[src/hdl/sswm_pkg.sv]
// Shared constants, register codes, types and byte-compare functions of the wildcard matcher.
`default_nettype none

package sswm_pkg;

	localparam int unsigned MAX_PATTERN_DEF = 32;
	localparam int unsigned PAT_BYTES       = 32;
	localparam int unsigned LEN_W           = 6;
	localparam int unsigned CFG_IDX_W       = 3;
	localparam int unsigned CFG_DATA_W      = 64;
	localparam int unsigned CHAR_WORDS      = 4;

	localparam logic [7:0]       CH_ONE  = 8'h3F;
	localparam logic [LEN_W-1:0] POS_SAT = 6'd63;

	typedef enum logic [CFG_IDX_W-1:0] {
		REG_CHARS_LOW,
		REG_CHARS_MID_LOW,
		REG_CHARS_MID_HIGH,
		REG_CHARS_HIGH,
		REG_PATTERN_LENGTH,
		REG_STAR_PRESENT,
		REG_STAR_POSITION,
		REG_CASE_SENSITIVE
	} cfg_reg_t;

	// Pattern geometry derived from the configuration registers
	typedef struct packed {
		logic             star;
		logic [LEN_W-1:0] plen;
		logic [LEN_W-1:0] pre;
		logic [LEN_W-1:0] suf;
		logic             case_sensitive;
	} geom_t;

	// Per-byte control handed from the top level to every cell
	typedef struct packed {
		logic advance;
		logic flush;
	} cell_ctl_t;

	function automatic logic [7:0] upcase(input logic [7:0] c);
		if (c >= 8'h61 && c <= 8'h7A) begin
			return c - 8'd32;
		end
		return c;
	endfunction

	function automatic logic byte_ok(input logic [7:0] p, input logic [7:0] t,
		input logic cs);
		if (p == CH_ONE) begin
			return 1'b1;
		end
		if (cs) begin
			return p == t;
		end
		return upcase(p) == upcase(t);
	endfunction

endpackage

`default_nettype wire

[src/hdl/sswm_if.sv]
// Channel interfaces of the wildcard matcher: text input, result output, register writes.
`default_nettype none

interface sswm_text_if;
	logic       valid;
	logic       ready;
	logic [7:0] text_byte;
	logic       last_byte;
	logic       empty_text;

	modport source (output valid, output text_byte, output last_byte, output empty_text,
		input ready);
	modport sink (input valid, input text_byte, input last_byte, input empty_text,
		output ready);
endinterface

interface sswm_result_if;
	logic valid;
	logic ready;
	logic matched;

	modport source (output valid, output matched, input ready);
	modport sink (input valid, input matched, output ready);
endinterface

interface sswm_cfg_if import sswm_pkg::*; ();
	logic                  valid;
	logic                  ready;
	logic [CFG_IDX_W-1:0]  reg_index;
	logic [CFG_DATA_W-1:0] wdata;

	modport source (output valid, output reg_index, output wdata, input ready);
	modport sink (input valid, input reg_index, input wdata, output ready);
endinterface

`default_nettype wire

[src/hdl/sswm_cfg_regs.sv]
// Configuration registers of the wildcard matcher and the pattern geometry derived from them.
`default_nettype none

module sswm_cfg_regs import sswm_pkg::*; #(
	parameter int unsigned MAX_PATTERN = MAX_PATTERN_DEF
) (
	input  wire        clk,
	input  wire        arst_n,
	sswm_cfg_if.sink   cfg,
	output logic [7:0] pat_bytes [PAT_BYTES],
	output geom_t      geom
);

	logic [CFG_DATA_W-1:0] chars_q [CHAR_WORDS];
	logic [LEN_W-1:0]      plen_q;
	logic                  star_q;
	logic [LEN_W-2:0]      star_pos_q;
	logic                  case_q;

	logic [LEN_W-1:0] plen_eff;
	logic [LEN_W-1:0] star_pos6;
	logic             star_eff;

	assign cfg.ready = 1'b1;

	always_ff @(posedge clk or negedge arst_n) begin
		if (!arst_n) begin
			for (int w = 0; w < CHAR_WORDS; w++) begin
				chars_q[w] <= '0;
			end
			plen_q     <= '0;
			star_q     <= 1'b0;
			star_pos_q <= '0;
			case_q     <= 1'b1;
		end else if (cfg.valid) begin
			case (cfg_reg_t'(cfg.reg_index))
				REG_CHARS_LOW:      chars_q[0] <= cfg.wdata;
				REG_CHARS_MID_LOW:  chars_q[1] <= cfg.wdata;
				REG_CHARS_MID_HIGH: chars_q[2] <= cfg.wdata;
				REG_CHARS_HIGH:     chars_q[3] <= cfg.wdata;
				REG_PATTERN_LENGTH: plen_q     <= cfg.wdata[LEN_W-1:0];
				REG_STAR_PRESENT:   star_q     <= cfg.wdata[0];
				REG_STAR_POSITION:  star_pos_q <= cfg.wdata[LEN_W-2:0];
				REG_CASE_SENSITIVE: case_q     <= cfg.wdata[0];
				default: ;
			endcase
		end
	end

	always_comb begin
		for (int k = 0; k < PAT_BYTES; k++) begin
			pat_bytes[k] = chars_q[k / 8][(k % 8) * 8 +: 8];
		end
	end

	// Saturate the length; a star at or past the end is no star
	assign plen_eff  = (plen_q > LEN_W'(MAX_PATTERN)) ? LEN_W'(MAX_PATTERN) : plen_q;
	assign star_pos6 = {1'b0, star_pos_q};
	assign star_eff  = star_q && (star_pos6 < plen_eff);

	always_comb begin
		geom.star           = star_eff;
		geom.plen           = plen_eff;
		geom.pre            = star_eff ? star_pos6 : plen_eff;
		geom.suf            = star_eff ? (plen_eff - star_pos6 - LEN_W'(1)) : '0;
		geom.case_sensitive = case_q;
	end

endmodule

`default_nettype wire

[src/hdl/sswm_cell.sv]
// One matcher cell: compares its pattern byte with the text byte and carries the suffix run flag.
`default_nettype none

module sswm_cell import sswm_pkg::*; (
	input  wire        clk,
	input  wire        arst_n,
	input  wire cell_ctl_t ctl,
	input  wire [7:0]  pat_byte,
	input  wire [7:0]  text_byte,
	input  wire        case_sensitive,
	input  wire        start,
	input  wire        prev_flag,
	output logic       hit,
	output logic       flag_next,
	output logic       flag_q
);

	assign hit       = byte_ok(pat_byte, text_byte, case_sensitive);
	// Extend the neighbor's run by one byte, or open a run at the first suffix byte
	assign flag_next = hit && (start || prev_flag);

	always_ff @(posedge clk or negedge arst_n) begin
		if (!arst_n) begin
			flag_q <= 1'b0;
		end else if (ctl.flush) begin
			flag_q <= 1'b0;
		end else if (ctl.advance) begin
			flag_q <= flag_next;
		end
	end

endmodule

`default_nettype wire

[src/hdl/single_star_wildcard_match.sv]
// Top level of the single-star wildcard matcher: cell row, prefix tracking and result register.
//
//   Port     Dir    Payload                                Transfer
//   text     sink   text_byte, last_byte, empty_text       valid && ready
//   result   source matched                                valid && ready
//   cfg      sink   reg_index (3), wdata (64)              valid && ready (ready tied high)
//
// One text byte per cycle, back to back, while text.ready is high. A text's verdict is
// computed as its last byte (or an empty-text item) transfers and reaches result next cycle.
// A row of MAX_PATTERN cells, one per pattern position, compares every byte in parallel;
// run flags ride from cell to cell.
// Reset returns registers but matched_q to their reset values; no clearing pass is needed.
// A stalled result holds; text is still taken while the result register is being drained.
`default_nettype none

module single_star_wildcard_match import sswm_pkg::*; #(
	parameter int unsigned MAX_PATTERN = MAX_PATTERN_DEF
) (
	input  wire           clk,
	input  wire           arst_n,
	sswm_text_if.sink     text,
	sswm_result_if.source result,
	sswm_cfg_if.sink      cfg
);

	localparam int unsigned IDX_W = $clog2(MAX_PATTERN);

	logic [7:0] pat_bytes [PAT_BYTES];
	geom_t      geom;

	cell_ctl_t              ctl;
	logic                   take;
	logic                   finish;
	logic [MAX_PATTERN-1:0] hit_vec;
	logic [MAX_PATTERN-1:0] flag_next_vec;
	logic [MAX_PATTERN-1:0] flag_vec;
	logic [MAX_PATTERN-1:0] end_mask;
	logic [(1<<IDX_W)-1:0]  hit_pad;

	// Text progress: byte count (saturating) and running prefix verdict
	logic [LEN_W-1:0] pos_q;
	logic             prefix_ok_q;
	logic [LEN_W-1:0] pos_next;
	logic             in_prefix;
	logic             prefix_next;
	logic             suffix_hit;
	logic             verdict;

	// Result register
	logic out_valid_q;
	logic matched_q;

	sswm_cfg_regs #(
		.MAX_PATTERN(MAX_PATTERN)
	) u_cfg (
		.clk      (clk),
		.arst_n   (arst_n),
		.cfg      (cfg),
		.pat_bytes(pat_bytes),
		.geom     (geom)
	);

	// Take a byte whenever the result register is free or being drained
	assign text.ready  = !out_valid_q || result.ready;
	assign take        = text.valid && text.ready;
	assign finish      = take && (text.last_byte || text.empty_text);
	assign ctl.advance = take && !text.empty_text;
	assign ctl.flush   = finish;

	// Cell k owns pattern position k. A run opens at the byte after the star and the
	// flag of the last pattern cell tells whether the newest bytes spell the suffix.
	for (genvar k = 0; k < MAX_PATTERN; k++) begin : g_cell
		logic prev;
		if (k == 0) begin : g_first
			assign prev = 1'b0;
		end else begin : g_rest
			assign prev = flag_vec[k-1];
		end

		sswm_cell u_cell (
			.clk           (clk),
			.arst_n        (arst_n),
			.ctl           (ctl),
			.pat_byte      (pat_bytes[k]),
			.text_byte     (text.text_byte),
			.case_sensitive(geom.case_sensitive),
			.start         (LEN_W'(k) == geom.pre + LEN_W'(1)),
			.prev_flag     (prev),
			.hit           (hit_vec[k]),
			.flag_next     (flag_next_vec[k]),
			.flag_q        (flag_vec[k])
		);

		assign end_mask[k] = (LEN_W'(k) == geom.plen - LEN_W'(1));
	end

	always_comb begin
		hit_pad                  = '0;
		hit_pad[MAX_PATTERN-1:0] = hit_vec;
	end

	assign pos_next    = (pos_q == POS_SAT) ? pos_q : pos_q + LEN_W'(1);
	assign in_prefix   = pos_q < geom.pre;
	// The prefix compare reuses the hit of the cell at the current position
	assign prefix_next = prefix_ok_q && (!in_prefix || hit_pad[pos_q[IDX_W-1:0]]);
	assign suffix_hit  = |(flag_next_vec & end_mask);

	always_comb begin
		if (text.empty_text) begin
			verdict = geom.star ? (geom.pre == '0 && geom.suf == '0) : (geom.plen == '0);
		end else if (geom.star) begin
			verdict = prefix_next && (pos_next >= geom.pre)
				&& (geom.suf == '0 || suffix_hit);
		end else begin
			verdict = prefix_next && (pos_next == geom.plen);
		end
	end

	// Advance on each byte; drop the text state once its verdict is out
	always_ff @(posedge clk or negedge arst_n) begin
		if (!arst_n) begin
			pos_q       <= '0;
			prefix_ok_q <= 1'b1;
		end else if (ctl.flush) begin
			pos_q       <= '0;
			prefix_ok_q <= 1'b1;
		end else if (ctl.advance) begin
			pos_q       <= pos_next;
			prefix_ok_q <= prefix_next;
		end
	end

	always_ff @(posedge clk or negedge arst_n) begin
		if (!arst_n) begin
			out_valid_q <= 1'b0;
		end else if (finish) begin
			out_valid_q <= 1'b1;
		end else if (result.ready) begin
			out_valid_q <= 1'b0;
		end
	end

	always_ff @(posedge clk) begin
		if (finish) begin
			matched_q <= verdict;
		end
	end

	assign result.valid   = out_valid_q;
	assign result.matched = matched_q;

endmodule

`default_nettype wire

[src/flat_wrapper.sv]
// flat-port wrapper written by rule: the top's interface ports become plain ports
module single_star_wildcard_match_flat import sswm_pkg::*;
#(
	parameter int unsigned MAX_PATTERN = MAX_PATTERN_DEF
)
  (clk, arst_n, text_valid, text_text_byte, text_last_byte, text_empty_text, text_ready, result_valid, result_matched, result_ready, cfg_valid, cfg_reg_index, cfg_wdata, cfg_ready);
  sswm_text_if text_i ();
  sswm_result_if result_i ();
  sswm_cfg_if cfg_i ();
  input  wire clk;
  input  wire arst_n;
  input wire logic [$bits(text_i.valid)-1:0] text_valid;
  input wire logic [$bits(text_i.text_byte)-1:0] text_text_byte;
  input wire logic [$bits(text_i.last_byte)-1:0] text_last_byte;
  input wire logic [$bits(text_i.empty_text)-1:0] text_empty_text;
  output wire logic [$bits(text_i.ready)-1:0] text_ready;
  output wire logic [$bits(result_i.valid)-1:0] result_valid;
  output wire logic [$bits(result_i.matched)-1:0] result_matched;
  input wire logic [$bits(result_i.ready)-1:0] result_ready;
  input wire logic [$bits(cfg_i.valid)-1:0] cfg_valid;
  input wire logic [$bits(cfg_i.reg_index)-1:0] cfg_reg_index;
  input wire logic [$bits(cfg_i.wdata)-1:0] cfg_wdata;
  output wire logic [$bits(cfg_i.ready)-1:0] cfg_ready;
  assign text_i.valid = text_valid;
  assign text_i.text_byte = text_text_byte;
  assign text_i.last_byte = text_last_byte;
  assign text_i.empty_text = text_empty_text;
  assign text_ready = text_i.ready;
  assign result_valid = result_i.valid;
  assign result_matched = result_i.matched;
  assign result_i.ready = result_ready;
  assign cfg_i.valid = cfg_valid;
  assign cfg_i.reg_index = cfg_reg_index;
  assign cfg_i.wdata = cfg_wdata;
  assign cfg_ready = cfg_i.ready;
  single_star_wildcard_match #(.MAX_PATTERN(MAX_PATTERN)) u_core (.clk(clk), .arst_n(arst_n), .text(text_i), .result(result_i), .cfg(cfg_i));
endmodule
[config.mk]
export PLATFORM = sky130hd
export DESIGN_NAME = single_star_wildcard_match_flat
export DESIGN_NICKNAME = d
export VERILOG_FILES = /design/src/hdl/sswm_pkg.sv /design/src/hdl/sswm_if.sv /design/src/hdl/sswm_cfg_regs.sv /design/src/hdl/sswm_cell.sv /design/src/hdl/single_star_wildcard_match.sv /design/src/flat_wrapper.sv
export SDC_FILE = /design/constraint.sdc
export NUM_CORES = 1
export LEC_CHECK = 0
export ABC_AREA = 1
export BUFFER_PORTS_ARGS = -buffer_cell sky130_fd_sc_hd__buf_2
export CAP_MARGIN = 20
export CORE_ASPECT_RATIO = 1.2
export CORE_UTILIZATION = 33
export CTS_CLUSTER_DIAMETER = 100
export DETAILED_ROUTE_END_ITERATION = 12
export SYNTH_ARGS = -nofsm -noshare
export SYNTH_HDL_FRONTEND = slang
export SYNTH_SLANG_ARGS = --single-unit
[constraint.sdc]
create_clock -name clk -period 8.6 [get_ports clk]
set_input_delay 1.72 -clock clk [delete_from_list [all_inputs] [get_ports clk]]
set_output_delay 1.72 -clock clk [all_outputs]
set_load 0.01 [all_outputs]
== Word-level counts from Yosys, hierarchy flattened ==
Cells that the tools add are included.
Widths: inputs -> output; s select.

* Muxes and demuxes: 656
* Bitwise operators: 1
* Add/subtract/negate cells: 38
* Equality and inequality tests: 167
* Reductions and logical operators: 129
* Magnitude comparators: 71

{| class="wikitable"
|+ Operators with widths
! cell !! count
|-
| $mux 8 || 225
|-
| $eq 8x8->1 || 64
|-
| $mux 1 || 424
|-
| $ge 8x7->1 const B || 33
|-
| $le 8x7->1 const B || 33
|-
| $sub 8x6->8 const B || 33
|-
| $eq 8x6->1 const B || 32
|-
| $eq 5x6->1 const A || 32
|-
| $eq 4x6->1 const A || 16
|-
| $logic_and 1x1->1 || 74
|-
| $eq 3x6->1 const A || 8
|-
| $mux 6 || 6
|-
| $logic_or 1x1->1 || 35
|-
| $and 32x32->32 || 1
|-
| $reduce_or 32->1 || 1
|-
| $logic_not 6->1 || 5
|-
| $eq 2x6->1 const A || 4
|-
| $reduce_and 2->1 || 8
|-
| $add 6x1->6 const B || 2
|-
| $eq 1x6->1 const A || 2
|-
| $eq 3x3->1 const B || 4
|-
| $sub 6x1->6 const B || 2
|-
| $eq 3x2->1 const B || 2
|-
| $eq 6x6->1 || 1
|-
| other kinds (12) || 15
|}

* Word-level logic and storage cells: 1105
* Output and inout bits: 4
* Register bits: 309
* Input bits: 82

== Longest topological paths before layout ==
* Depth after elaboration: 19
* Gate-level depth with buffers: 26
* Mapped depth without buffers: 25

== Hierarchy ==
Synthesis repeated with hierarchy kept, for this count alone.

* Cell total of the unflattened synthesis: 4643
* Area, all modules: 29592.1 µm²

{| class="wikitable"
|+ By module, submodules not included
! module !! seq. area each (µm²) !! cells each !! times used !! area each (µm²)
|-
| sswm_cell || 25.0 || 101 || 32 || 539.3
|-
| sswm_cfg_regs || 6732.7 || 1044 || 1 || 10319.9
|-
| single_star_wildcard_match || 231.5 || 367 || 1 || 2015.7
|}

== Worst setup path after synthesis ==
Ideal clock, no wire load.

* Path kind: input-to-reg
* Start: input port text_text_byte[5]
* End: register u_core.matched_q (netlist: u_core.result.matched) (data pin)
* Path buffers: 4
* Data arrival time: 4.243 ns
* Slack: 4.098 ns
* Stages: 25
* Setup time: 0.259 ns
* Required time: 8.341 ns
* Cell sequence: buf_2 inv_1 clkbuf_1 clkbuf_1 ha_1 nand2_1 nand2_1 nand4_1 nand2_2 buf_2 nand2_1 nand2_1 inv_1 nand3_1 nand2_1 nand2_1 nand2_1 nand3_1 nand2_1 nor2_1 nand2_1 nor2_1 nand3_1 a21oi_1 o21bai_1

* Longest elaborated chain between the ends: 19
* Elaborated cells on any way between the ends: 370
* Classes of those cells: add/sub: 1; order compare: 2; eq/ne: 64; mux: 262; bitwise: 1; reduce/logical: 40

{| class="wikitable"
|+ Ends and longest elaborated chain
! what !! line !! text
|-
| from (decl) || flat_wrapper.sv:13 || <nowiki>input wire logic [$bits(text_i.text_byte)-1:0] text_text_byte;</nowiki>
|-
| $ge 8x7->1 / $le 8x7->1 (equally long branches) || sswm_pkg.sv:43 || <nowiki>if (c >= 8'h61 && c <= 8'h7A) begin</nowiki>
|-
| $logic_and 1x1->1 || sswm_pkg.sv:43 ||
|-
| $mux 1 || sswm_pkg.sv:43 ||
|-
| $mux 1 || sswm_pkg.sv:57 || <nowiki>return upcase(p) == upcase(t);</nowiki>
|-
| $mux 1 || sswm_pkg.sv:54 || <nowiki>if (cs) begin</nowiki>
|-
| $mux 8 || sswm_pkg.sv:46 || <nowiki>return c;</nowiki>
|-
| $mux 8 || sswm_pkg.sv:57 ||
|-
| $mux 8 || sswm_pkg.sv:54 ||
|-
| (+4 left out) || - ||
|-
| $mux 1 (not written as such) || single_star_wildcard_match.sv:105 || <nowiki>assign prefix_next = prefix_ok_q && (!in_prefix || hit_pad[pos_q[IDX_W-1:0]]);</nowiki>
|-
| $logic_or 1x1->1 || single_star_wildcard_match.sv:105 ||
|-
| $logic_and 1x1->1 || single_star_wildcard_match.sv:105 ||
|-
| $logic_and 1x1->1 || single_star_wildcard_match.sv:112 || <nowiki>verdict = prefix_next && (pos_next >= geom.pre)</nowiki>
|-
| $logic_and 1x1->1 || single_star_wildcard_match.sv:113 || <nowiki>&& (geom.suf == '0 || suffix_hit);</nowiki>
|-
| $mux 1 (*) || single_star_wildcard_match.sv:111 || <nowiki>end else if (geom.star) begin</nowiki>
|-
| $mux 1 (*) || single_star_wildcard_match.sv:109 || <nowiki>if (text.empty_text) begin</nowiki>
|-
| named net u_core.verdict || single_star_wildcard_match.sv:47 || <nowiki>logic verdict;</nowiki>
|-
| to (signal assigned) || single_star_wildcard_match.sv:145 || <nowiki>matched_q <= verdict;</nowiki>
|-
| to (decl) || single_star_wildcard_match.sv:51 || <nowiki>logic matched_q;</nowiki>
|}

The timed path passes the listed nets; every way through them passes the cells marked *. The select of a mux whose other input is x is not followed.
A chain may end at the register's enable or synchronous reset.

== Final worst setup path ==
* Start: register u_core.u_cfg.plen_q[5]
* End: register u_core.matched_q (netlist: u_core.result.matched) (data pin)

* Longest elaborated chain between the ends: 15
* Elaborated cells on any way between the ends: 156
* Classes of those cells: add/sub: 4; order compare: 4; eq/ne: 63; mux: 6; bitwise: 1; reduce/logical: 78

{| class="wikitable"
|+ Ends and longest elaborated chain
! what !! line !! text
|-
| from (decl) || sswm_cfg_regs.sv:15 || <nowiki>logic [LEN_W-1:0] plen_q;</nowiki>
|-
| from (signal assigned) || sswm_cfg_regs.sv:41 || <nowiki>REG_PATTERN_LENGTH: plen_q <= cfg.wdata[LEN_W-1:0];</nowiki>
|-
| $gt 6x6->1 || sswm_cfg_regs.sv:57 || <nowiki>assign plen_eff = (plen_q > LEN_W'(MAX_PATTERN)) ? LEN_W'(MAX_PATTERN) : plen_q;</nowiki>
|-
| $mux 6 (*) || sswm_cfg_regs.sv:57 ||
|-
| $lt 5x6->1 || sswm_cfg_regs.sv:59 || <nowiki>assign star_eff = star_q && (star_pos6 < plen_eff);</nowiki>
|-
| $logic_and 1x1->1 || sswm_cfg_regs.sv:59 ||
|-
| $mux 6 || sswm_cfg_regs.sv:64 || <nowiki>geom.pre = star_eff ? star_pos6 : plen_eff;</nowiki>
|-
| $add 6x1->6 || single_star_wildcard_match.sv:87 || <nowiki>.start (LEN_W'(k) == geom.pre + LEN_W'(1)),</nowiki>
|-
| $eq 1x6->1, or another cell as far along || single_star_wildcard_match.sv:87 ||
|-
| $logic_or 1x1->1 || sswm_cell.sv:20 || <nowiki>assign flag_next = hit && (start || prev_flag);</nowiki>
|-
| $logic_and 1x1->1 || sswm_cell.sv:20 ||
|-
| $and 32x32->32 || single_star_wildcard_match.sv:106 || <nowiki>assign suffix_hit = |(flag_next_vec & end_mask);</nowiki>
|-
| $reduce_or 32->1 || single_star_wildcard_match.sv:106 ||
|-
| $logic_or 1x1->1 || single_star_wildcard_match.sv:113 ||
|-
| $logic_and 1x1->1 || single_star_wildcard_match.sv:113 ||
|-
| $mux 1 || single_star_wildcard_match.sv:111 ||
|-
| $mux 1 (*) || single_star_wildcard_match.sv:109 ||
|-
| named net u_core.verdict || single_star_wildcard_match.sv:47 ||
|}

The timed path passes the listed nets; every way through them passes the cells marked *.

==> reports/metrics.csv <==
stage,metric,value,unit
synthesis,Mapped Cells,3358,
timing,Setup WS post-layout,3670,ps
outcome,status,"finished, final reports clean",
setup_path,critical path required time,8920,ps
synthesis,Synth async-reset ratio,99.7,%
cts,CTS tree,done,
global_routing,pin count of the biggest net entering global routing,143,
placement,RD Place Congestion,1.04,
timing,final worst-path cycle share,57.3,%
hold_path,HP Class,reg -> reg,
detailed_routing,drt total wl,74800,um
timing,measured slew at the worst slew-check pin,969,ps
synthesis,"Top FF cell, synth",dfrtp_1,
global_routing,first-pass GRT wire length,117000,um
pwr,power per cell area,220,mW/mm2
pwr,VDD IR max,142,uV
cts,hold_buf cts,0,
pwr,internal power,0.00325,W
detailed_routing,drt first pass iters,8,
pwr,Flop pwr share,38.5,%
floorplan,Initial Utilization,33.5,%
pwr,Net Sw Frac,40.2,%
detailed_routing,DRC,0,
setup_path,worst-path cell chain,nor2_1 > inv_1 > ha_1 > inv_1 > nor2_4 > a21boi_4 > nand3_2 > nand2_1 > nand2_1 > nor2_4 > nand3_1 > nand2_2 > o21ai_0 > nand3_1 > nand2_1 > nor2_1 > nand2_1 > nor2_1 > nand3_1 > a21oi_1 > o21bai_1,
global_routing,initial antenna violation count,0,
setup_path,Most common cell on crit path,nand2_1,
setup_path,critical path's largest stage delay,620,ps
pwr,P_sw,0.00218,W
placement,Port Buffers,84,
detailed_routing,vias per std cell,5.09,
finish,"commonest non-fill, non-tap cells in the layout","nand2_1, inv_1, o21ai_0",
detailed_routing,WL per Instance,17.5,um
synthesis,syn_nets,3493,
timing,minimum clock period,4930,ps
timing,max frequency,0.203,GHz
global_routing,GRT Total Usage,21.7,%
timing,final setup fails,0,
floorplan,Boundary Pins,86,
detailed_routing,initial drt markers,1866,
cts,CTS sink cnt,309,
placement,pre-CTS setup slack,3240,ps
timing,max-slew violation count,0,
floorplan,Die W,240,um
finish,"commonest non-fill, non-tap cell in the layout",nand2_1,
cts,htree depth,2,
detailed_routing,via count,21700,
cts,Clock Path Buffers,3,
floorplan,core footprint,0.0673,mm2
cts,"CTS clk-pin slew, worst paths",70,ps
setup_path,crit path launch type,flop,
pwr,Logic pwr share,32.6,%
synthesis,Synth cell types,49,
cts,clock root buffer,clkbuf_16,
setup_path,crit path capture type,flop,
finish,layout cell share with drive strength beyond 1,5.94,%
synthesis,number of synthesized register bits,309,
synthesis,"EDFF count, synth",1,
synthesis,sequential share of the synthesized area,34.4,%
timing,Relative slew margins,33.7,%
global_routing,grt ovf,0,
synthesis,synthesized area per cell,6.70,um2
cts,PostCTS Resize Cnt,0,
floorplan,Die Footprint,0.0693,mm2
pwr,leakage power,11.9,nW
cts,post-CTS setup buffers,0,
synthesis,Syn Std Cell Area,0.0225,mm2
global_routing,vias in the first global route,20300,
placement,dpl hpwl,53700,um
cts,clock latency on the worst-skew pair,570,ps
timing,number of hold violations in the final report,0,
finish,area delta synth->final,10.0,%
timing,setup TNS,0,ps
synthesis,Yosys warnings,0,
setup_path,CP max-delay cell,dfrtp_1,
finish,Ant. Diodes,0,
cts,CTS buffer count,36,
timing,Clock Skew,33.9,ps
setup_path,CP Class,reg -> reg,
floorplan,die height,288,um
setup_path,CP max FO,13,
setup_path,Arrival @ worst endpoint,5250,ps
timing,RSZ-0062 raised after global routing,no,
pwr,Clk pwr share,29.0,%
finish,Filler Cells Inserted,7223,
flow_run,MaxCap Viol Count,0,
finish,Nets,3478,
detailed_routing,post-route ant nets,0,
floorplan,Cell Rows,104,
cell families (layout without fill, tap and decap cells):
group           count (synthesis)  count (layout)  synth area share (%)
other cells                     1               1                0.0167
buf+inv                       522             533                  9.13
compound gates                515             515                  12.5
simple gates                 1750            1750                  32.9
xor+xnor                      208             208                  8.09
fa+ha+maj                      53              53                  2.98
flops                         309             309                  34.4
power by group through the flow:
stage / sequential [W] / clock [W] / combinational [W]
2_1_floorplan: 0.00195 / 0 / 0.00140
3_3_place_gp: 0.00211 / 0 / 0.00173
3_5_place_dp: 0.00211 / 0 / 0.00175
4_1_cts: 0.00208 / 0.00161 / 0.00176
5_1_grt: 0.00213 / 0.00167 / 0.00201
6_report: 0.00209 / 0.00158 / 0.00177
worst paths after layout:
path                       cells after the start  slack, ps                       startpoint                              end
setup / recovery                              21       3670           u_core.u_cfg.plen_q[5]            u_core.result.matched
hold / removal                                 2        490  u_core.g_cell[22].u_cell.flag_q  u_core.g_cell[22].u_cell.flag_q
setup reg to reg                              21       3670           u_core.u_cfg.plen_q[5]            u_core.result.matched
hold reg to reg                                2        490  u_core.g_cell[22].u_cell.flag_q  u_core.g_cell[22].u_cell.flag_q
max in group asynchronous                      2       5980                           arst_n      u_core.u_cfg.pat_bytes[223]
min in group asynchronous                      1       1230                           arst_n      u_core.u_cfg.pat_bytes[247]
layout make-up:
class                           instances  area, um2  share of cell area [%]
Clock buffer                           52       1020                    4.13
Clock inverter                         12        149                   0.601
Inverter                              364       1370                    5.53
Multi-Input combinational cell       2527      12800                    51.5
Sequential cell                       309       7740                    31.3
Tap cell                              901       1130                    4.55
Timing Repair Buffer                  105        601                    2.42
routing by layer:
| layer | up-vias | track usage [%] | part of all wire (%) |
|---|---|---|---|
| met5 | - | 0 | 0 |
| met4 | 0 | 6.89 | 3.1 |
| met3 | 148 | 2.78 | 5.4 |
| met2 | 636 | 36.6 | 47 |
| met1 | 10100 | 28.6 | 44 |
| li1 | 10800 | - | - |
sequential cells by signal, summed over array words and instances (netlist names):
name and cells:
u_core.u_cfg.star_q 1, u_core.prefix_ok_q 1, u_core.u_cfg.star_pos_q 5, u_core.pos_q 6, u_core.g_cell.u_cell.flag_q 31, u_core.u_cfg.case_q 1
u_core.u_cfg.pat_bytes 256, u_core.result.valid 1, u_core.result.matched 1, u_core.u_cfg.plen_q 6
worst max-delay path: cells and delay by family (launching register included):
kind / cells / cell delay, ps
flops: 1 / 620
compound gates: 4 / 710
fa+ha+maj: 1 / 360
buf+inv: 2 / 330
simple gates: 14 / 2640
metrics by stage:
step | util (%) | area, um2 | total power, W | instances | hold slack, ps
final | 36.8 | 24800 | 0.00544 | 4270 | 495
after detailed placement | 35.1 | 23600 | 0.00386 | 4206 | 475
after CTS | 36.8 | 24800 | 0.00545 | 4270 | 490
after global placement | 35.1 | 23600 | 0.00384 | 4206 | 467
after global routing | 36.8 | 24800 | 0.00581 | 4270 | 520
after floorplan | - | 22500 | 0.00335 | 3358 | 447
cells in the mapped netlist, types with 4 or more instances:
library cell,count,share of area [%]
xnor2_1,157,6.1
ha_1,52,2.9
nand2_1,1036,17
a21oi_1,82,1.8
nand3b_1,11,0.37
a221oi_1,6,0.23
inv_1,355,5.9
o21ai_2,6,0.23
inv_2,5,0.083
buf_4,5,0.17
xor2_1,51,2.0
o21ai_1,6,0.13
o2111ai_1,27,1.1
nor4_1,23,0.64
nor2_1,272,4.5
buf_2,36,0.80
clkbuf_1,110,1.8
nand4_1,110,3.1
dfrtp_1,306,34
buf_6,4,0.20
nor3_1,20,0.44
o21ai_0,340,7.6
o22ai_1,35,0.97
nand3_1,254,5.6
nand2_2,10,0.28
Power figures use the tool's default switching activity.
